### src/hdl/plc_pkg.sv
// ----------------------------------------------------------------------------
// plc_pkg
// Shared types and codes for the priority LED blink controller.
// ----------------------------------------------------------------------------
package plc_pkg;

    // input kinds (tuser on the slave side)
    localparam logic FUNC_SET  = 1'b0;
    localparam logic FUNC_TICK = 1'b1;

    // flash modes
    localparam logic [1:0] FLASH_NONE  = 2'd0;
    localparam logic [1:0] FLASH_TIMED = 2'd1;
    localparam logic [1:0] FLASH_HW    = 2'd2;

    // owner code meaning no slot shows
    localparam logic [1:0] NO_OWNER = 2'd3;

    // result status
    localparam logic STATUS_OK       = 1'b0;
    localparam logic STATUS_BAD_SLOT = 1'b1;

    localparam int COLOUR_W = 24;
    localparam int CHAN_W   = 8;
    localparam int FIELD_TIME_W = 16;

    typedef enum logic [1:0] {
        BLINK_NOP,
        BLINK_TICK,
        BLINK_LOAD
    } t_blink_op;

    typedef struct packed {
        logic       we;
        logic [1:0] addr;
    } t_store_wr;

    typedef enum logic [2:0] {
        S_IDLE,
        S_WRITE,
        S_SEARCH,
        S_SHOW,
        S_OUT,
        S_RESULT
    } t_state;

endpackage

### src/hdl/priority_led_blink_controller.sv
// ----------------------------------------------------------------------------
// priority_led_blink_controller
// Shares one RGB LED between prioritized request slots, with timed blinking.
// ----------------------------------------------------------------------------
// Each transfer in gives exactly one transfer out. For a millisecond tick, a
// rejected request or a request that only stores its slot, the input is
// registered, then passes the write and output states before the result is
// valid. A request that takes or gives up the LED also passes a show state
// that loads the blink timer; when the shown slot is cleared, the controller
// first walks down the slots in a search state, one lower slot at a time,
// for the next lit one. A sequencer drives that walk through the single read
// port of the slot store, so the block takes one item at a time and holds
// s_axis_tready low until the result has been transferred.
module priority_led_blink_controller #(
    parameter int SLOT_COUNT = 3,
    parameter int TIME_BITS  = 16
) (
    input  logic        i_clk,
    input  logic        i_rst_n,
    input  logic        s_axis_tvalid,
    output logic        s_axis_tready,
    // slot[1:0], color[25:2], flash_mode[27:26], on_ms[43:28], off_ms[59:44]
    input  logic [63:0] s_axis_tdata,
    // func[0]
    input  logic [0:0]  s_axis_tuser,
    output logic        m_axis_tvalid,
    input  logic        m_axis_tready,
    // red[7:0], green[15:8], blue[23:16], shown_slot[25:24], blinking[26]
    output logic [31:0] m_axis_tdata,
    // status[0]
    output logic [0:0]  m_axis_tuser
);

    localparam int CW = plc_pkg::COLOUR_W;

    plc_pkg::t_state r_state, n_state;

    logic                 r_func;
    logic [1:0]           r_slot;
    logic [CW-1:0]        r_color;
    logic [1:0]           r_mode;
    logic [15:0]          r_on;
    logic [15:0]          r_off;
    logic [1:0]           r_idx, n_idx;
    logic [1:0]           r_owner, n_owner;
    logic                 r_status, n_status;
    logic [31:0]          r_tdata, n_tdata;

    plc_pkg::t_store_wr   w_wr;
    plc_pkg::t_blink_op   w_blink_op;
    logic [1:0]           w_rd_addr;
    logic [CW-1:0]        w_rd_colour;
    logic [TIME_BITS-1:0] w_rd_on;
    logic [TIME_BITS-1:0] w_rd_off;
    logic                 w_blink_active;
    logic                 w_blink_phase_on;
    logic [CW-1:0]        w_blink_colour;

    logic                 w_slot_ok;
    logic                 w_is_attn;
    logic                 w_timed;
    logic [TIME_BITS-1:0] w_on_t;
    logic [TIME_BITS-1:0] w_off_t;
    logic [CW-1:0]        w_colour_adj;
    logic [TIME_BITS-1:0] w_wr_on;
    logic [TIME_BITS-1:0] w_wr_off;
    logic [CW-1:0]        w_shown;

    assign w_slot_ok = ({2'b00, r_slot} < 4'(SLOT_COUNT));
    assign w_is_attn = ({2'b00, r_slot} == 4'(SLOT_COUNT - 1));
    assign w_on_t    = TIME_BITS'(r_on);
    assign w_off_t   = TIME_BITS'(r_off);

    // blink times kept only for timed modes, plus attention slot adjustments
    always_comb begin
        w_timed      = (r_mode == plc_pkg::FLASH_TIMED) || (r_mode == plc_pkg::FLASH_HW);
        w_colour_adj = r_color;
        if (w_is_attn) begin
            if (r_mode == plc_pkg::FLASH_NONE) begin
                w_colour_adj = '0;
            end else if (r_mode == plc_pkg::FLASH_HW && w_on_t != '0 && w_off_t == '0) begin
                w_timed = 1'b0;
            end
        end
        w_wr_on  = w_timed ? w_on_t : '0;
        w_wr_off = w_timed ? w_off_t : '0;
    end

    assign w_rd_addr = (r_state == plc_pkg::S_OUT) ? r_owner : r_idx;

    plc_slot_store #(
        .SLOT_COUNT (SLOT_COUNT),
        .TIME_BITS  (TIME_BITS)
    ) u_store (
        .i_clk       (i_clk),
        .i_rst_n     (i_rst_n),
        .i_wr        (w_wr),
        .i_wr_colour (w_colour_adj),
        .i_wr_on     (w_wr_on),
        .i_wr_off    (w_wr_off),
        .i_rd_addr   (w_rd_addr),
        .o_rd_colour (w_rd_colour),
        .o_rd_on     (w_rd_on),
        .o_rd_off    (w_rd_off)
    );

    plc_blink #(
        .TIME_BITS (TIME_BITS)
    ) u_blink (
        .i_clk      (i_clk),
        .i_rst_n    (i_rst_n),
        .i_op       (w_blink_op),
        .i_colour   (w_rd_colour),
        .i_on       (w_rd_on),
        .i_off      (w_rd_off),
        .o_active   (w_blink_active),
        .o_phase_on (w_blink_phase_on),
        .o_colour   (w_blink_colour)
    );

    always_comb begin
        if (w_blink_active) begin
            w_shown = w_blink_phase_on ? w_blink_colour : '0;
        end else begin
            w_shown = w_rd_colour;  // store reads zero for the no-owner code
        end
    end

    always_ff @(posedge i_clk) begin
        if (!i_rst_n) begin
            r_state  <= plc_pkg::S_IDLE;
            r_owner  <= plc_pkg::NO_OWNER;
            r_idx    <= '0;
            r_status <= plc_pkg::STATUS_OK;
        end else begin
            r_state  <= n_state;
            r_owner  <= n_owner;
            r_idx    <= n_idx;
            r_status <= n_status;
        end
    end

    always_ff @(posedge i_clk) begin
        r_tdata <= n_tdata;
        if (s_axis_tvalid && s_axis_tready) begin
            r_func  <= s_axis_tuser[0];
            r_slot  <= s_axis_tdata[1:0];
            r_color <= s_axis_tdata[25:2];
            r_mode  <= s_axis_tdata[27:26];
            r_on    <= s_axis_tdata[43:28];
            r_off   <= s_axis_tdata[59:44];
        end
    end

    always_comb begin
        n_state    = r_state;
        n_owner    = r_owner;
        n_idx      = r_idx;
        n_status   = r_status;
        n_tdata    = r_tdata;
        w_wr       = '0;
        w_blink_op = plc_pkg::BLINK_NOP;
        case (r_state)
            plc_pkg::S_IDLE: begin
                if (s_axis_tvalid) begin
                    n_state = plc_pkg::S_WRITE;
                end
            end
            plc_pkg::S_WRITE: begin
                n_status = plc_pkg::STATUS_OK;
                n_state  = plc_pkg::S_OUT;
                if (r_func == plc_pkg::FUNC_TICK) begin
                    w_blink_op = plc_pkg::BLINK_TICK;
                end else if (!w_slot_ok) begin
                    n_status = plc_pkg::STATUS_BAD_SLOT;
                end else begin
                    w_wr.we   = 1'b1;
                    w_wr.addr = r_slot;
                    if (w_colour_adj != '0) begin
                        if (r_owner == plc_pkg::NO_OWNER || r_slot >= r_owner) begin
                            n_owner = r_slot;
                            n_idx   = r_slot;
                            n_state = plc_pkg::S_SHOW;
                        end
                    end else if (r_slot == r_owner) begin
                        if (r_slot == 2'd0) begin
                            n_owner = plc_pkg::NO_OWNER;
                            n_idx   = plc_pkg::NO_OWNER;
                            n_state = plc_pkg::S_SHOW;
                        end else begin
                            n_idx   = r_slot - 2'd1;
                            n_state = plc_pkg::S_SEARCH;
                        end
                    end
                end
            end
            plc_pkg::S_SEARCH: begin
                // walk down one slot a cycle looking for a lit one
                n_state = plc_pkg::S_SHOW;
                if (w_rd_colour != '0) begin
                    n_owner = r_idx;
                end else if (r_idx == 2'd0) begin
                    n_owner = plc_pkg::NO_OWNER;
                    n_idx   = plc_pkg::NO_OWNER;
                end else begin
                    n_idx   = r_idx - 2'd1;
                    n_state = plc_pkg::S_SEARCH;
                end
            end
            plc_pkg::S_SHOW: begin
                w_blink_op = plc_pkg::BLINK_LOAD;
                n_state    = plc_pkg::S_OUT;
            end
            plc_pkg::S_OUT: begin
                n_tdata = {5'b0, w_blink_active, r_owner,
                           w_shown[7:0], w_shown[15:8], w_shown[23:16]};
                n_state = plc_pkg::S_RESULT;
            end
            plc_pkg::S_RESULT: begin
                if (m_axis_tready) begin
                    n_state = plc_pkg::S_IDLE;
                end
            end
            default: begin
                n_state = plc_pkg::S_IDLE;
            end
        endcase
    end

    assign s_axis_tready   = (r_state == plc_pkg::S_IDLE);
    assign m_axis_tvalid   = (r_state == plc_pkg::S_RESULT);
    assign m_axis_tdata    = r_tdata;
    assign m_axis_tuser[0] = r_status;

endmodule

### src/hdl/plc_slot_store.sv
// ----------------------------------------------------------------------------
// plc_slot_store
// Per-slot colour and blink times, one write port and one read port.
// ----------------------------------------------------------------------------
module plc_slot_store #(
    parameter int SLOT_COUNT = 3,
    parameter int TIME_BITS  = 16
) (
    input  logic                          i_clk,
    input  logic                          i_rst_n,
    input  plc_pkg::t_store_wr            i_wr,
    input  logic [plc_pkg::COLOUR_W-1:0]  i_wr_colour,
    input  logic [TIME_BITS-1:0]          i_wr_on,
    input  logic [TIME_BITS-1:0]          i_wr_off,
    input  logic [1:0]                    i_rd_addr,
    output logic [plc_pkg::COLOUR_W-1:0]  o_rd_colour,
    output logic [TIME_BITS-1:0]          o_rd_on,
    output logic [TIME_BITS-1:0]          o_rd_off
);

    localparam int IDX_W = (SLOT_COUNT > 1) ? $clog2(SLOT_COUNT) : 1;

    logic [plc_pkg::COLOUR_W-1:0] r_colour [SLOT_COUNT];
    logic [TIME_BITS-1:0]         r_on     [SLOT_COUNT];
    logic [TIME_BITS-1:0]         r_off    [SLOT_COUNT];

    logic [IDX_W+1:0] w_wr_ext;
    logic [IDX_W+1:0] w_rd_ext;
    logic [IDX_W-1:0] w_wr_idx;
    logic [IDX_W-1:0] w_rd_idx;
    logic             w_wr_ok;
    logic             w_rd_ok;

    assign w_wr_ext = (IDX_W+2)'(i_wr.addr);
    assign w_rd_ext = (IDX_W+2)'(i_rd_addr);
    assign w_wr_idx = w_wr_ext[IDX_W-1:0];
    assign w_rd_idx = w_rd_ext[IDX_W-1:0];
    assign w_wr_ok  = ({2'b00, i_wr.addr} < 4'(SLOT_COUNT));
    assign w_rd_ok  = ({2'b00, i_rd_addr} < 4'(SLOT_COUNT));

    always_ff @(posedge i_clk) begin
        if (!i_rst_n) begin
            for (int i = 0; i < SLOT_COUNT; i++) begin
                r_colour[i] <= '0;
                r_on[i]     <= '0;
                r_off[i]    <= '0;
            end
        end else if (i_wr.we && w_wr_ok) begin
            r_colour[w_wr_idx] <= i_wr_colour;
            r_on[w_wr_idx]     <= i_wr_on;
            r_off[w_wr_idx]    <= i_wr_off;
        end
    end

    // slots beyond the store read as empty
    always_comb begin
        o_rd_colour = '0;
        o_rd_on     = '0;
        o_rd_off    = '0;
        if (w_rd_ok) begin
            o_rd_colour = r_colour[w_rd_idx];
            o_rd_on     = r_on[w_rd_idx];
            o_rd_off    = r_off[w_rd_idx];
        end
    end

endmodule

### src/hdl/plc_blink.sv
// ----------------------------------------------------------------------------
// plc_blink
// Blink timer: latched colour and phase lengths, millisecond phase counter.
// ----------------------------------------------------------------------------
module plc_blink #(
    parameter int TIME_BITS = 16
) (
    input  logic                          i_clk,
    input  logic                          i_rst_n,
    input  plc_pkg::t_blink_op            i_op,
    input  logic [plc_pkg::COLOUR_W-1:0]  i_colour,
    input  logic [TIME_BITS-1:0]          i_on,
    input  logic [TIME_BITS-1:0]          i_off,
    output logic                          o_active,
    output logic                          o_phase_on,
    output logic [plc_pkg::COLOUR_W-1:0]  o_colour
);

    logic                         r_active;
    logic                         r_phase_on;
    logic [TIME_BITS-1:0]         r_timer;
    logic [plc_pkg::COLOUR_W-1:0] r_colour;
    logic [TIME_BITS-1:0]         r_on_copy;
    logic [TIME_BITS-1:0]         r_off_copy;

    logic [TIME_BITS-1:0] w_timer_inc;
    logic [TIME_BITS-1:0] w_len;
    logic                 w_can_blink;

    assign w_timer_inc = r_timer + TIME_BITS'(1);
    assign w_len       = r_phase_on ? r_on_copy : r_off_copy;
    assign w_can_blink = (i_colour != '0) && (i_on != '0) && (i_off != '0);

    always_ff @(posedge i_clk) begin
        if (!i_rst_n) begin
            r_active   <= 1'b0;
            r_phase_on <= 1'b0;
            r_timer    <= '0;
            r_colour   <= '0;
            r_on_copy  <= '0;
            r_off_copy <= '0;
        end else begin
            case (i_op)
                plc_pkg::BLINK_TICK: begin
                    if (r_active) begin
                        if (w_timer_inc >= w_len) begin
                            r_phase_on <= !r_phase_on;
                            r_timer    <= '0;
                        end else begin
                            r_timer <= w_timer_inc;
                        end
                    end
                end
                plc_pkg::BLINK_LOAD: begin
                    r_timer <= '0;
                    if (w_can_blink) begin
                        r_active   <= 1'b1;
                        r_phase_on <= 1'b1;
                        r_colour   <= i_colour;
                        r_on_copy  <= i_on;
                        r_off_copy <= i_off;
                    end else begin
                        r_active   <= 1'b0;
                        r_phase_on <= 1'b0;
                    end
                end
                default: begin
                end
            endcase
        end
    end

    assign o_active   = r_active;
    assign o_phase_on = r_phase_on;
    assign o_colour   = r_colour;

endmodule

### config.mk
export PLATFORM = sky130hd
export DESIGN_NAME = priority_led_blink_controller
export DESIGN_NICKNAME = d
export VERILOG_FILES = /design/src/hdl/plc_pkg.sv /design/src/hdl/priority_led_blink_controller.sv /design/src/hdl/plc_slot_store.sv /design/src/hdl/plc_blink.sv
export SDC_FILE = /design/constraint.sdc
export NUM_CORES = 1
export LEC_CHECK = 0
export ABC_AREA = 1
export BUFFER_PORTS_ARGS = -buffer_cell sky130_fd_sc_hd__buf_4
export CORE_ASPECT_RATIO = 1.4
export CORE_UTILIZATION = 45
export DETAILED_ROUTE_END_ITERATION = 6
export PLACE_DENSITY = 0.58
export SYNTH_ARGS = -nofsm -noshare
export SYNTH_HDL_FRONTEND = slang
export SYNTH_SLANG_ARGS = --single-unit
### constraint.sdc
create_clock -name i_clk -period 11.4 [get_ports i_clk]
set_input_delay 2.28 -clock i_clk [delete_from_list [all_inputs] [get_ports i_clk]]
set_output_delay 2.28 -clock i_clk [all_outputs]
set_load 0.01 [all_outputs]
* Yosys cells after proc, flatten, opt, wreduce, memory -nomap -nowiden
Memories as Yosys holds them, arrays and structs flattened.
Cells that the tools add are included.
** Operators by class
- Magnitude comparators :: 5
- Reductions and logical operators :: 30
- Mux-type cells :: 69
- Equality and inequality tests :: 23
- Add/subtract/negate cells :: 3
** Operators with widths (count)
- $mux W16 :: 9
- $mux W24 :: 6
- $reduce_bool A16 Y1 :: 3
- $reduce_bool A24 Y1 :: 2
- $mux W2 :: 19
- $pmux W16 S2 :: 1
- $reduce_or A16 Y1 :: 2
- $mux W3 :: 10
- $reduce_or A24 Y1 :: 1
- $mux W1 :: 19
- $pmux W3 S6 :: 1
- $add A16 B1 Y16 const B :: 1
- $ge A16 B16 Y1 :: 1
- $logic_not A16 Y1 :: 1
- $ne A3 B3 Y1 const B :: 4
- $pmux W2 S2 :: 3
- $eq A2 B2 Y1 const B :: 4
- $ne A2 B2 Y1 const B :: 4
- $reduce_and A7 Y1 :: 1
- $eq A3 B2 Y1 const B :: 2
- $eq A3 B3 Y1 const B :: 2
- $logic_and A1 B1 Y1 :: 6
- $logic_not A2 Y1 :: 3
- $lt A2 B2 Y1 const B :: 3
- 14 further kinds :: 22
** Word-level totals
- Logic and storage cells :: 150
- Register bits :: 170
- Bits in writable memories :: 168
- Output and inout port bits :: 35
- Input port bits :: 69
- Memories kept :: 3
** Memory list
- u_store.r_colour :: depth 3, width 24, rd ports 1, clocked after Yosys merged registers in 0, write ports 3, line plc_slot_store.sv:23 : logic [plc_pkg::COLOUR_W-1:0] r_colour [SLOT_COUNT];
- u_store.r_off :: depth 3, width 16, rd ports 1, clocked after Yosys merged registers in 0, write ports 3, line plc_slot_store.sv:25 : logic [TIME_BITS-1:0] r_off [SLOT_COUNT];
- u_store.r_on :: depth 3, width 16, rd ports 1, clocked after Yosys merged registers in 0, write ports 3, line plc_slot_store.sv:24 : logic [TIME_BITS-1:0] r_on [SLOT_COUNT];

* Depth between registers and ports, before layout
- Depth in word-level cells :: 11
- Depth in mapped cells :: 22

* Hierarchy
Synthesis repeated with hierarchy kept, for this count alone.
** Unflattened totals
- Cells, all modules :: 1919
- Area total of the unflattened synthesis :: 17269.1 sq um
** By module, submodules not included
- plc_slot_store :: cells each 908, times used 1, area each 8923.6 sq um
- priority_led_blink_controller :: cells each 459, times used 1, area each 4480.5 sq um
- plc_blink :: cells each 552, times used 1, area each 3865.0 sq um

* Worst setup path before layout
Ideal clock, no wire load.
- Kind :: in2reg
- Start point :: in s_axis_tvalid
- End point :: reg r_color[0], enable pin
- Arrival time :: 4852 ps
- Library setup time :: 480 ps
- Required time :: 10920 ps
- Path slack :: 6068 ps
- Path buffers :: 0
- Cell stages on the path :: 2
- Cell sequence :: inv_1 nor2_1
** On the way
- Cells in the longest elaborated chain, start to end :: 1
** Ends and longest elaborated chain
- start: declaration :: line priority_led_blink_controller.sv:20 : input logic s_axis_tvalid,
- $logic_and A1 B1 Y1 :: line priority_led_blink_controller.sv:145 : if (s_axis_tvalid && s_axis_tready) begin
- end signal: assignment :: line priority_led_blink_controller.sv:148 : r_color <= s_axis_tdata[25:2];
- end: declaration :: line priority_led_blink_controller.sv:40 : logic [CW-1:0] r_color;
No other way between the ends.
A chain may end at the register's enable or synchronous reset.

==> impl_results.md <==
* Average instance area after synthesis at 8.83 sq um
* Critical path data arrival time at 5390 ps
* Clock root buffer master: clkbuf_16
* Vias at 11400
* Number of fill cells in the layout at 3361
* Total of warnings raised by yosys at 0
* Core area at 0.0351 sq mm
* Worst Tran Pin Value at 1100 ps
* Overflow after GRT at 0
* Final Cycle Share at 46.0%
* Total of hold buffers inserted after clock tree synthesis at 0
* Number of buffers inserted by post-CTS setup repair at 0
* CTS tree: yes
* CTS sink cnt at 340
* Global routing usage summed across all routing layers at 19.0%
* Critical Setup Path Class: input port to flip-flop
* Max-Slew Margin vs Limit at 26.5%
* Share of flip-flops with an asynchronous set or reset after synthesis at 0%
* Initial antenna violation count at 0
* IO Count at 104
* DRC marker count from the first detailed-route iteration at 685
* Worst r2r path cells at 14
* Number of violations of the max-capacitance limit at 0
* Worst Setup Start Kind: input port
* Cell type of the slowest stage on the worst timing path: nand2_4
* Maximum number of pins on one net before global-route repair at 67
* Cells on Worst Hold Path at 2
* First-pass iteration count of the detailed router at 5
* Via count of the first global-routing pass at 10700
* Per-cell routed wire length at 14.3 um
* Accumulated negative setup slack at 0 ps
* Top fanout value on the critical path at 66
* Worst Hold Class: flip-flop to flip-flop
* Largest buffer count on any clock path at 3
* Site row count at 81
* Synthesis-stage register bit count at 340
* Wire length of the first global-routing pass at 54.4 mm
* CP peak stage delay at 770 ps
* Achievable clock frequency at 191 MHz
* Combined area of all synthesized cells at 0.0161 sq mm
* Capturing element type of the critical path: flip-flop
* Top_reg_cell synth: edfxtp_1
* DRC violation count after routing at 0
* X dimension of the die at 162 um
* Number of resized instances in the post-cts repair step at 0
* Final HPWL from detailed placement at 21.4 mm
* Cell area power density at 201 mW/mm^2
* Via-per-instance ratio at 4.80
* Post-layout net count at 1980
* Worst-path clk slew at 60 ps
* Total inserted antenna cells at 0
* Number of synthesized flops with an enable pin at 258
* Hold violation count in the final report at 0
* Vertical extent of the die at 226 um
* Result of the run: finished clean
* Routability-driven placement congestion ratio at 0.789
* Most common cell type on the critical path: buf_4
* RSZ-0062 raised after global routing: no
* Utilization of the core after routing at 51.8%
* Crit path cell chain: buf_4, inv_1, nor3_1, nand3_2, buf_4, nand2_4
* TritonCTS buffer count at 36
* Count of cell types in the netlist at 42
* Portion of the post-synthesis area used by sequential elements at 58.4%
* Die Area at 0.0365 sq mm
* Number of slew-limit violations in the final report at 0
* Routed WL at 33.9 mm
* Final antenna-violating net count at 0
* Clock period minus worst slack at 5240 ps
* Maximum vdd ir drop at 0.139 mV
* H-tree level count at 2
* Final setup skew at 19.1 ps
* Endpoints failing setup at 0
* Fraction of layout instances using a drive strength above 1 at 9.74%
* Buffers on Ports at 94
* Leakage power total at 7.75 nW
* Post-Synthesis Cells at 1819
* Layout area overhead at 13.0%
* Clock insertion delay at the later pin of the skew report at 530 ps
* Worst EP required at 11550 ps
* Initial core utilization at 45.8%
[critical path, delay by kind of cell]
family / cells / cell delay, ps
AND/OR/NAND/NOR: 3 / 1540
buffers and inverters: 3 / 1510
[cells in the mapped netlist, drive strengths merged, types with 2 or more instances]
| master | instances | area share, % |
|---|---|---|
| a21oi | 33 | 1.0 |
| o211ai | 4 | 0.19 |
| xnor2 | 4 | 0.22 |
| o21ai | 67 | 2.2 |
| clkbuf | 34 | 0.79 |
| nand3 | 132 | 4.3 |
| ha | 28 | 2.2 |
| dfxtp | 82 | 10 |
| a22oi | 3 | 0.14 |
| nand4 | 11 | 0.43 |
| inv | 308 | 7.2 |
| nor3 | 9 | 0.28 |
| nand2 | 369 | 8.9 |
| xor2 | 10 | 0.55 |
| mux2i | 15 | 0.93 |
| or2 | 3 | 0.12 |
| and3 | 2 | 0.078 |
| nor2 | 384 | 9.2 |
| buf | 49 | 2.2 |
| nor4 | 8 | 0.31 |
| edfxtp | 258 | 48 |
[path summary, 6_finish.rpt]
check | start | endpoint | slack, ps
worst min register to register | u_blink.o_colour[6] | u_blink.o_colour[6] | 480
worst min-delay path | u_blink.o_colour[6] | u_blink.o_colour[6] | 480
worst max register to register | r_state[2] | u_blink.r_on_copy[15] | 6760
worst max-delay path | i_rst_n | u_store.r_off[1][9] | 6160
[flip-flops by register name (all words and copies together), names as in the netlist, 2 cells and up]
signal,cells
u_store.r_colour,74
u_store.r_off,48
u_store.r_on,48
m_axis_tdata,27
r_color,24
u_blink.o_colour,24
r_off,16
r_on,16
u_blink.r_off_copy,16
u_blink.r_on_copy,16
u_blink.r_timer,16
r_state,3
r_idx,2
r_mode,2
r_owner,2
r_slot,2
[report_power, final]
group	leakage, nW	internal, mW	switching, mW
clock	0.565	0.676	0.473
sequential	3.24	1.49	0.0581
combinational	3.94	0.274	0.688
total	7.75	2.44	1.22
[metal layers]
layer	GRT usage [%]	wire, um	share of wire (%)	up-vias
met5	0	0	0	-
met4	5.90	779	2.3	0
met3	2.75	1570	4.6	57
met2	32.4	16100	48	260
met1	25.0	15400	46	5196
li1	-	-	-	5841
[cell usage in the layout (no fill, tap or decap), types with 3 or more instances in the layout]
| cell type | n |
|---|---|
| or2_2 | 3 |
| inv_1 | 305 |
| nand2_2 | 4 |
| nand2_4 | 6 |
| xor2_1 | 10 |
| nand4_1 | 11 |
| a22oi_1 | 3 |
| nor3_1 | 9 |
| nor4_1 | 8 |
| clkbuf_16 | 37 |
| o211ai_1 | 4 |
| o21ai_1 | 29 |
| xnor2_1 | 4 |
| nor2_2 | 6 |
| clkbuf_1 | 6 |
| nor2_1 | 374 |
| clkbuf_8 | 5 |
| nand3_1 | 127 |
| nor2_4 | 3 |
| buf_4 | 103 |
| nand3_2 | 4 |
| dfxtp_1 | 82 |
| clkinv_1 | 10 |
| ha_1 | 28 |
| inv_2 | 3 |
| nand2_1 | 358 |
| conb_1 | 7 |
| o21ai_0 | 36 |
| a21oi_1 | 33 |
| mux2i_1 | 15 |
| edfxtp_1 | 258 |
[through the flow]
stage | hold WS [ps] | setup WS, ps | power (mW) | instance area (sq um) | std cells
floorplan | 453 | 6070 | 2.26 | 16100 | 1825
CTS | 483 | 6100 | 3.69 | 18200 | 2366
detailed placement | 471 | 5550 | 2.54 | 17000 | 2301
finish | 479 | 6160 | 3.66 | 18200 | 2366
global placement | 462 | 5550 | 2.53 | 17000 | 2301
global route | 501 | 5970 | 3.87 | 18200 | 2366
[layout make-up]
type / count / area (sq um) / share of cell area (%)
inverter: 308 / 1160 / 6.37
sequential: 340 / 9390 / 51.7
clock buffer: 48 / 1020 / 5.60
tap: 456 / 571 / 3.14
multi-input combinational: 1094 / 5100 / 28.1
clock inverter: 17 / 150 / 0.827
timing repair buffer: 103 / 773 / 4.26
[kinds of logic after synthesis]
group / Yosys count / synth area share, %
simple gates: 919 / 23.7
buf+inv: 391 / 10.2
flops: 340 / 58.4
compound gates: 111 / 3.78
fa+ha+maj: 28 / 2.18
mux: 15 / 0.934
xor+xnor: 14 / 0.763
other cells: 1 / 0.0233
Power figures use the tool's default switching activity.
